--- config.mk ---
export PLATFORM = sky130hd
export DESIGN_NAME = dsc_ctrl
export DESIGN_NICKNAME = d
export VERILOG_FILES = /design/src/hw/rtl/dsc_pkg.sv /design/src/hw/rtl/dsc_ctrl.sv
export SDC_FILE = /design/constraint.sdc
export NUM_CORES = 1
export LEC_CHECK = 0
export ABC_AREA = 1
export BUFFER_PORTS_ARGS = -buffer_cell sky130_fd_sc_hd__buf_2
export CAP_MARGIN = 40
export CORE_AREA = 5 5 42 44
export DETAILED_ROUTE_END_ITERATION = 6
export DIE_AREA = 0 0 47 49
export GPL_TIMING_DRIVEN = 1
export PLACE_DENSITY = 0.72
export SETUP_SLACK_MARGIN = 0.2
export SYNTH_ARGS = -nofsm -noshare
export SYNTH_HDL_FRONTEND = slang
export SYNTH_SLANG_ARGS = --single-unit
--- constraint.sdc ---
create_clock -name i_clk -period 1.7 [get_ports i_clk]
set_input_delay 0.34 -clock i_clk [delete_from_list [all_inputs] [get_ports i_clk]]
set_output_delay 0.34 -clock i_clk [all_outputs]
set_load 0.005 [all_outputs]
--- src/hw/rtl/dsc_pkg.sv ---
// ============================================================================
// dsc_pkg - shared definitions for the dictionary spell checker
// Constants, character codes, controller/datapath command and status types.
// ============================================================================
package dsc_pkg;

    // Default sizes, handed to the top-level parameters
    localparam int DICT_BYTES_DEF = 4096;
    localparam int MAX_WORD_DEF   = 49;

    // Fixed field widths
    localparam int OP_W   = 2;
    localparam int CH_W   = 8;
    localparam int ML_W   = 6;
    localparam int APB_AW = 3;
    localparam int APB_DW = 32;

    // Operation codes
    localparam logic [OP_W-1:0] OP_DICT  = 2'd0;
    localparam logic [OP_W-1:0] OP_ART   = 2'd1;
    localparam logic [OP_W-1:0] OP_CLEAR = 2'd2;

    // Register map
    localparam logic [APB_AW-1:0] ADDR_MIN_LEN = 3'd0;
    localparam logic [ML_W-1:0]   MIN_LEN_RST  = 6'd2;

    // Character codes
    localparam logic [CH_W-1:0] CH_NL   = 8'h0A;
    localparam logic [CH_W-1:0] CH_UA   = 8'h41;
    localparam logic [CH_W-1:0] CH_UZ   = 8'h5A;
    localparam logic [CH_W-1:0] CH_LA   = 8'h61;
    localparam logic [CH_W-1:0] CH_LZ   = 8'h7A;
    localparam logic [CH_W-1:0] CH_NUL  = 8'h00;
    localparam logic [CH_W-1:0] CASE_OF = 8'h20;

    // Controller states
    typedef enum logic [1:0] {
        S_IDLE,
        S_SCAN,
        S_EMIT_RD,
        S_EMIT_LD
    } t_state;

    // Controller -> datapath commands
    typedef struct packed {
        logic            dict_wr;
        logic            dict_clr;
        logic            letter_wr;
        logic            word_clr;
        logic            scan_start;
        logic            scan_issue;
        logic            emit_start;
        logic            emit_rd;
        logic            emit_ld;
        logic [CH_W-1:0] ch;
    } t_dp_cmd;

    // Datapath -> controller status
    typedef struct packed {
        logic word_empty;
        logic word_ovf;
        logic word_short;
        logic iss_done;
        logic scan_done;
        logic found;
        logic emit_last;
        logic out_free;
    } t_dp_status;

    function automatic logic is_upper(input logic [CH_W-1:0] c);
        return (c >= CH_UA) && (c <= CH_UZ);
    endfunction

    function automatic logic is_letter(input logic [CH_W-1:0] c);
        return is_upper(c) || ((c >= CH_LA) && (c <= CH_LZ));
    endfunction

    function automatic logic [CH_W-1:0] to_lower(input logic [CH_W-1:0] c);
        return is_upper(c) ? (c + CASE_OF) : c;
    endfunction

endpackage

--- src/hw/rtl/dsc_ctrl.sv ---
// ============================================================================
// dsc_ctrl - controller of the dictionary spell checker
// Decodes incoming requests and sequences dictionary scan and letter output.
// ============================================================================
module dsc_ctrl (
    input  logic                      i_clk,
    input  logic                      i_rst_n,
    input  logic                      i_in_valid,
    input  logic [dsc_pkg::OP_W-1:0]  i_op,
    input  logic [dsc_pkg::CH_W-1:0]  i_char,
    input  dsc_pkg::t_dp_status       i_status,
    output logic                      o_in_ready,
    output dsc_pkg::t_dp_cmd          o_cmd
);

    dsc_pkg::t_state r_state;
    dsc_pkg::t_state n_state;

    // State register
    always_ff @(posedge i_clk) begin
        if (!i_rst_n) begin
            r_state <= dsc_pkg::S_IDLE;
        end else begin
            r_state <= n_state;
        end
    end

    // Next state and commands
    always_comb begin
        n_state    = r_state;
        o_cmd      = '0;
        o_cmd.ch   = i_char;
        o_in_ready = (r_state == dsc_pkg::S_IDLE);
        unique case (r_state)
            dsc_pkg::S_IDLE: begin
                if (i_in_valid) begin
                    unique case (i_op)
                        dsc_pkg::OP_DICT: begin
                            o_cmd.dict_wr = 1'b1;
                        end
                        dsc_pkg::OP_CLEAR: begin
                            o_cmd.dict_clr = 1'b1;
                            o_cmd.word_clr = 1'b1;
                        end
                        dsc_pkg::OP_ART: begin
                            if (dsc_pkg::is_letter(i_char)) begin
                                o_cmd.letter_wr = 1'b1;
                            end else if (i_status.word_empty) begin
                                o_cmd.word_clr = 1'b1;
                            end else if (i_status.word_ovf) begin
                                // cut word: reported without a lookup
                                o_cmd.emit_start = 1'b1;
                                n_state          = dsc_pkg::S_EMIT_RD;
                            end else if (i_status.word_short) begin
                                o_cmd.word_clr = 1'b1;
                            end else begin
                                o_cmd.scan_start = 1'b1;
                                n_state          = dsc_pkg::S_SCAN;
                            end
                        end
                        default: ;
                    endcase
                end
            end
            dsc_pkg::S_SCAN: begin
                o_cmd.scan_issue = !i_status.iss_done;
                if (i_status.scan_done) begin
                    if (i_status.found) begin
                        o_cmd.word_clr = 1'b1;
                        n_state        = dsc_pkg::S_IDLE;
                    end else begin
                        o_cmd.emit_start = 1'b1;
                        n_state          = dsc_pkg::S_EMIT_RD;
                    end
                end
            end
            dsc_pkg::S_EMIT_RD: begin
                o_cmd.emit_rd = 1'b1;
                n_state       = dsc_pkg::S_EMIT_LD;
            end
            dsc_pkg::S_EMIT_LD: begin
                // hold the buffer address until the output register frees
                o_cmd.emit_rd = 1'b1;
                if (i_status.out_free) begin
                    o_cmd.emit_ld = 1'b1;
                    if (i_status.emit_last) begin
                        o_cmd.word_clr = 1'b1;
                        n_state        = dsc_pkg::S_IDLE;
                    end else begin
                        n_state = dsc_pkg::S_EMIT_RD;
                    end
                end
            end
            default: begin
                n_state = dsc_pkg::S_IDLE;
            end
        endcase
    end

endmodule

==> flow_summary.json, run 1 <==
{
  "outcome": "finished, final reports clean",
  "final_antenna_net_count": 0,
  "cp.arrival_ns": 1.19,
  "cp-end-kind": "output port",
  "die_w_um": 47,
  "row_count": 14,
  "core_area_um2": 1400,
  "finalPower_mw": 0.259,
  "fmax_mhz": 653,
  "io_pins": 39,
  "dpl-instance-area_um2": 582,
  "hold_path_end": "r_state[1]",
  "initial_core_util": 0.318,
  "hold_ws_ns": 0.358,
  "routedWlPerCell_um": 9.94,
  "die_y_um": 49,
  "port_buffers": 36,
  "hold_viol_final": 0,
  "critPathRequiredTime_ns": 1.36,
  "syn_to_final_growth_pct": 49.4,
  "final.setup.tns_ns": 0,
  "avgViaCountPerCell": 4.28,
  "clock_sinks": 2,
  "drive_gt1_frac": 0.496,
  "synth_top_area_frac": 0.160,
  "startpoint_type": "primary input",
  "cts_max_level": 1,
  "top_register": "r_state",
  "dp_hpwl_mm": 1.03,
  "grt_pass1_vias": 502,
  "reg_top3": "r_state x2",
  "cap_viol_max_count": 0,
  "dr.pass1.iters": 4,
  "clkTransAtPathRegs_ns": 0.03,
  "synth_nets": 105,
  "root_buffer": "clkbuf_4",
  "grt_setup_unrepaired": "yes",
  "grt_usage": 0.108,
  "ff2ff_path_depth": 6,
  "vias": 561,
  "setup_violations": 0,
  "drtIter0Drc": 10,
  "clk_path_buf_depth": 2,
  "ys_seq_area_frac": 0.0899,
  "design_area_um2": 666,
  "fill_cells": 167,
  "power.density_nw_per_um2": 389,
  "yosys_warnings": 0,
  "num_antenna_cells": 0,
  "syn_area_per_cell_um2": 5.50,
  "r2r_start": "r_state[1]",
  "synthTopCellsByArea": "nand2_1 (16%), buf_4 (13%), inv_1 (13%)",
  "tightestPinTransition_ns": 0.236,
  "grt_max_degree": 8,
  "grt_overflow": 0,
  "cts.hold.buffers_added": 0,
  "syn-cell-area_um2": 445,
  "drc": 0,
  "maxSlewViolCount": 0,
  "min_from": "i_rst_n",
  "fin_util": 0.475,
  "relSlewSlack": 0.842,
  "timing.rr.end": "r_state[1]",
  "path_class": "primary input to output port",
  "antenna_found_initial": 0,
  "holdPathStages": 3,
  "critPathMaxFanout": 2,
  "grt_pass1_wl_mm": 1.91,
  "nNetsFinal": 141,
  "r2r_setup_slack_ns": 0.51,
  "synth.largest_area_cell": "nand2_1",
  "yosysUniqueCellTypes": 19,
  "leakage_nw": 0.421,
  "period_minus_slack_ns": 1.53,
  "worst_skew_pair.late_latency_ns": 0.22,
  "ir_worst_vdd_mv": 0.278,
  "dieArea_um2": 2300,
  "largest_reg_flops": 2,
  "cts_made_buffers": 3,
  "wl_mm": 1.30,
  "finalClockSkew_ns": 0.00619,
  "ys_ff_latch": 2,
  "cts_tree": "done",
  "min_path_type": "primary input to flip-flop",
  "synthCells": 81,
  "post-route-period-util": 0.900,
  "routabilityCongestion": 0.783
}
-- worst max path at each step --
stage / end / from / cells after the start / slack, ns
after CTS: o_cmd[10] / i_op[1] / 8 / 0.18
after global placement: o_cmd[10] / i_op[1] / 8 / 0.19
after detailed placement: o_cmd[10] / i_op[1] / 8 / 0.18
after global routing: o_cmd[10] / i_op[1] / 8 / 0.09
final: o_cmd[10] / i_op[1] / 8 / 0.17
after floorplan: o_cmd[10] / i_op[1] / 6 / 0.48
-- per-layer routing --
metal / global-route usage / up-vias / part of all wire
met2: 0.154 / 27 / 0.47
met4: 0.0553 / 0 / 0.013
met5: 0 / - / 0
li1: - / 312 / -
met3: 0.0332 / 2 / 0.11
met1: 0.142 / 220 / 0.40
-- cells in the final DEF, fill, tap and decap left out, drive strengths merged --
cell type  instances
dfxtp              2
nand2             19
a21oi              4
buf               40
o22ai              1
ha                 3
nand3b             1
nand3              8
clkbuf             3
a32oi              1
nor2              12
inv               17
o21ai              1
nor3               2
nand4              1
-- where the power goes --
group	internal (mW)	switching, mW
Combinational	0.0514	0.0547
Clock	0.0777	0.0254
Sequential	0.0476	0.00241
Total	0.177	0.0825
-- per-stage QoR --
stage               setup WS (ns)  cells
global route               0.0934    131
CTS                         0.177    128
finish                      0.170    131
global placement            0.186    124
detailed placement          0.176    124
floorplan                   0.476     81
-- critical path: stages --
cell     delay [ns]
buf_2          0.10
inv_1          0.07
ha_2           0.19
nand2_2        0.07
inv_2          0.06
nand3_2        0.09
o22ai_2        0.13
buf_2          0.13
-- cells in the mapped netlist --
cell type,count
a21oi_1,3
a21oi_2,1
a32oi_1,1
buf_4,8
clkbuf_1,1
dfxtp_1,2
ha_1,3
inv_1,16
inv_2,1
nand2_1,19
nand3_1,8
nand3b_1,1
nand4_2,1
nor2_1,10
nor2_2,1
nor2_4,1
nor3_1,2
o21ai_0,1
o22ai_1,1
-- final cells by class --
cell class,count,area [µm²],area share
clock buffer,3,22.5,0.0338
inverter,17,63.8,0.0959
multi-input combinational,53,304,0.457
sequential,2,45.0,0.0677
tap,16,20.0,0.0301
timing repair buffer,40,210,0.316
-- logic make-up (layout without fill, tap and decap cells) --
| group | count (synthesis) | after routing | share of synthesized area |
|---|---|---|---|
| simple gates | 43 | 43 | 0.441 |
| flops | 2 | 2 | 0.0899 |
| buf+inv | 26 | 60 | 0.287 |
| compound gates | 7 | 7 | 0.0983 |
| fa+ha+maj | 3 | 3 | 0.0843 |
-- repair_timing --
item                       CTS  global route
gates resized for setup      2             8
pin swaps                    1             3
setup endpoints to repair    4             5
setup buffers                1             3
hold endpoints to repair     0             0
No activity file was read; power rests on OpenSTA's default activity.
==> inputs of run 2 (changes only) <==
--- a/config.mk
+++ b/config.mk
@@ -13,6 +13,7 @@
 export DIE_AREA = 0 0 47 49
 export GPL_TIMING_DRIVEN = 1
 export PLACE_DENSITY = 0.72
+export RECOVER_POWER = 25
 export SETUP_SLACK_MARGIN = 0.2
 export SYNTH_ARGS = -nofsm -noshare
 export SYNTH_HDL_FRONTEND = slang
==> run 2 against run 1 <==
Net effect:
- sequential share of layout area about the same
- global-route usage unchanged
- routed wire length decreased by 0.15%
- final area decreased by 0.56%
- sequential cell count unchanged
- sequential power about the same
- worst hold slack unchanged
- first-iteration DRC count unchanged
- critical path type unchanged
- critical endpoint unchanged
- largest power group unchanged
==> flow_summary.json, run 2 (synthesis gave the netlist of run 1 again) <==
{
  "worst_skew_pair.late_latency_ns": 0.22,
  "ir_worst_vdd_mv": 0.278,
  "finalPower_mw": 0.258,
  "grt_overflow": 0,
  "vias": 563,
  "startpoint_type": "primary input",
  "routedWlPerCell_um": 9.92,
  "root_buffer": "clkbuf_4",
  "dp_hpwl_mm": 1.03,
  "hold_viol_final": 0,
  "finalClockSkew_ns": 0.00619,
  "cp.buffers_inverters": 4,
  "final.setup.tns_ns": 0,
  "clock_sinks": 2,
  "grt_usage": 0.108,
  "grt_setup_unrepaired": "yes",
  "drc": 0,
  "power.density_nw_per_um2": 390,
  "outcome": "finished, final reports clean",
  "antenna_found_initial": 0,
  "clk_path_buf_depth": 2,
  "leakage_nw": 0.413,
  "num_antenna_cells": 0,
  "design_area_um2": 662,
  "largest_reg_flops": 2,
  "cap_viol_max_count": 0,
  "cts.hold.buffers_added": 0,
  "path_class": "primary input to output port",
  "maxSlewViolCount": 0,
  "dpl-instance-area_um2": 582,
  "fmax_mhz": 653,
  "grt_max_degree": 8,
  "fin_ws_ns": 0.170,
  "critPathMaxFanout": 2,
  "dieArea_um2": 2300,
  "path_cells": "buf_2 -> inv_1 -> ha_2 -> nand2_2 -> inv_2 -> nand3_2 -> o22ai_2 -> buf_2",
  "top_register": "r_state",
  "drtIter0Drc": 10,
  "row_count": 14,
  "met1_usage": 0.142,
  "min_path_type": "primary input to flip-flop",
  "port_buffers": 36,
  "fin_util": 0.472,
  "cpMostUsedCell": "buf_2",
  "routabilityCongestion": 0.783,
  "wl_mm": 1.30,
  "post-route-period-util": 0.900,
  "core_area_um2": 1400,
  "initial_core_util": 0.318,
  "layout_common_cells": "buf_2 (33), nand2_1 (18), inv_1 (15)",
  "cp-end-kind": "output port",
  "mostFrequentLayoutCell": "buf_2",
  "critPathRequiredTime_ns": 1.36,
  "cp.arrival_ns": 1.19,
  "nNetsFinal": 141,
  "grt_pass1_vias": 502,
  "setup_violations": 0,
  "grt_util_met2": 0.154,
  "dr.pass1.iters": 4,
  "gr-usage-met3": 0.0332,
  "syn_to_final_growth_pct": 48.6,
  "die_y_um": 49,
  "crit_family": "buffers and inverters",
  "cts_tree": "done",
  "period_minus_slack_ns": 1.53,
  "io_pins": 39,
  "final_antenna_net_count": 0,
  "relSlewSlack": 0.842,
  "die_w_um": 47,
  "place_ws_ns": 0.176,
  "drive_gt1_frac": 0.470,
  "avgViaCountPerCell": 4.30,
  "clkTransAtPathRegs_ns": 0.03,
  "slowest_delay_ns": 0.19,
  "cts_max_level": 1,
  "busiest_layer": "met2",
  "grt_pass1_wl_mm": 1.91,
  "crit_slowest_cell": "ha_2",
  "cts_made_buffers": 3,
  "reg_top3": "r_state x2",
  "tightestPinTransition_ns": 0.236
}
==> run 2: metal layers <==
metal	up-vias	wire length (µm)
li1	312	-
met1	222	516
met2	27	620
met3	2	145
met4	0	17
met5	-	0
==> run 2: tightest hold or removal path, cell delays in order <==
cell	delay [ns]
buf_2	0.09
inv_1	0.06
a21oi_1	0.04
==> run 2: timing repair <==
item | CTS | global route
pin swaps | 1 | 3
setup buffers | 1 | 3
endpoints found under the setup margin | 4 | 5
resized for setup | 2 | 8
==> run 2: final timing paths <==
kind	from	endpoint	slack, ns	cells past startpoint
max reg2reg	r_state[1]	r_state[1]	0.51	6
max	i_op[1]	o_cmd[10]	0.17	8
min	i_rst_n	r_state[1]	0.36	3
min reg2reg	r_state[1]	r_state[1]	0.58	2
==> run 2: power breakdown <==
part / internal [mW] / total (mW) / switching (mW)
logic: 0.0505 / 0.105 / 0.0547
registers: 0.0476 / 0.0500 / 0.00241
clock network: 0.0777 / 0.103 / 0.0254
total: 0.176 / 0.258 / 0.0825
==> run 2: final cells by class <==
type | count | area, µm²
Multi-Input combinational cell | 53 | 304
Timing Repair Buffer | 40 | 206
Clock buffer | 3 | 22.5
Tap cell | 16 | 20.0
Sequential cell | 2 | 45.0
Inverter | 17 | 63.8
Fill cell | 169 | 739
==> run 2: metrics by stage <==
stage	instances	hold slack (ns)
2_1_floorplan	81	0.472
3_3_place_gp	124	0.589
3_5_place_dp	124	0.591
4_1_cts	128	0.353
5_1_grt	131	0.378
6_report	131	0.358
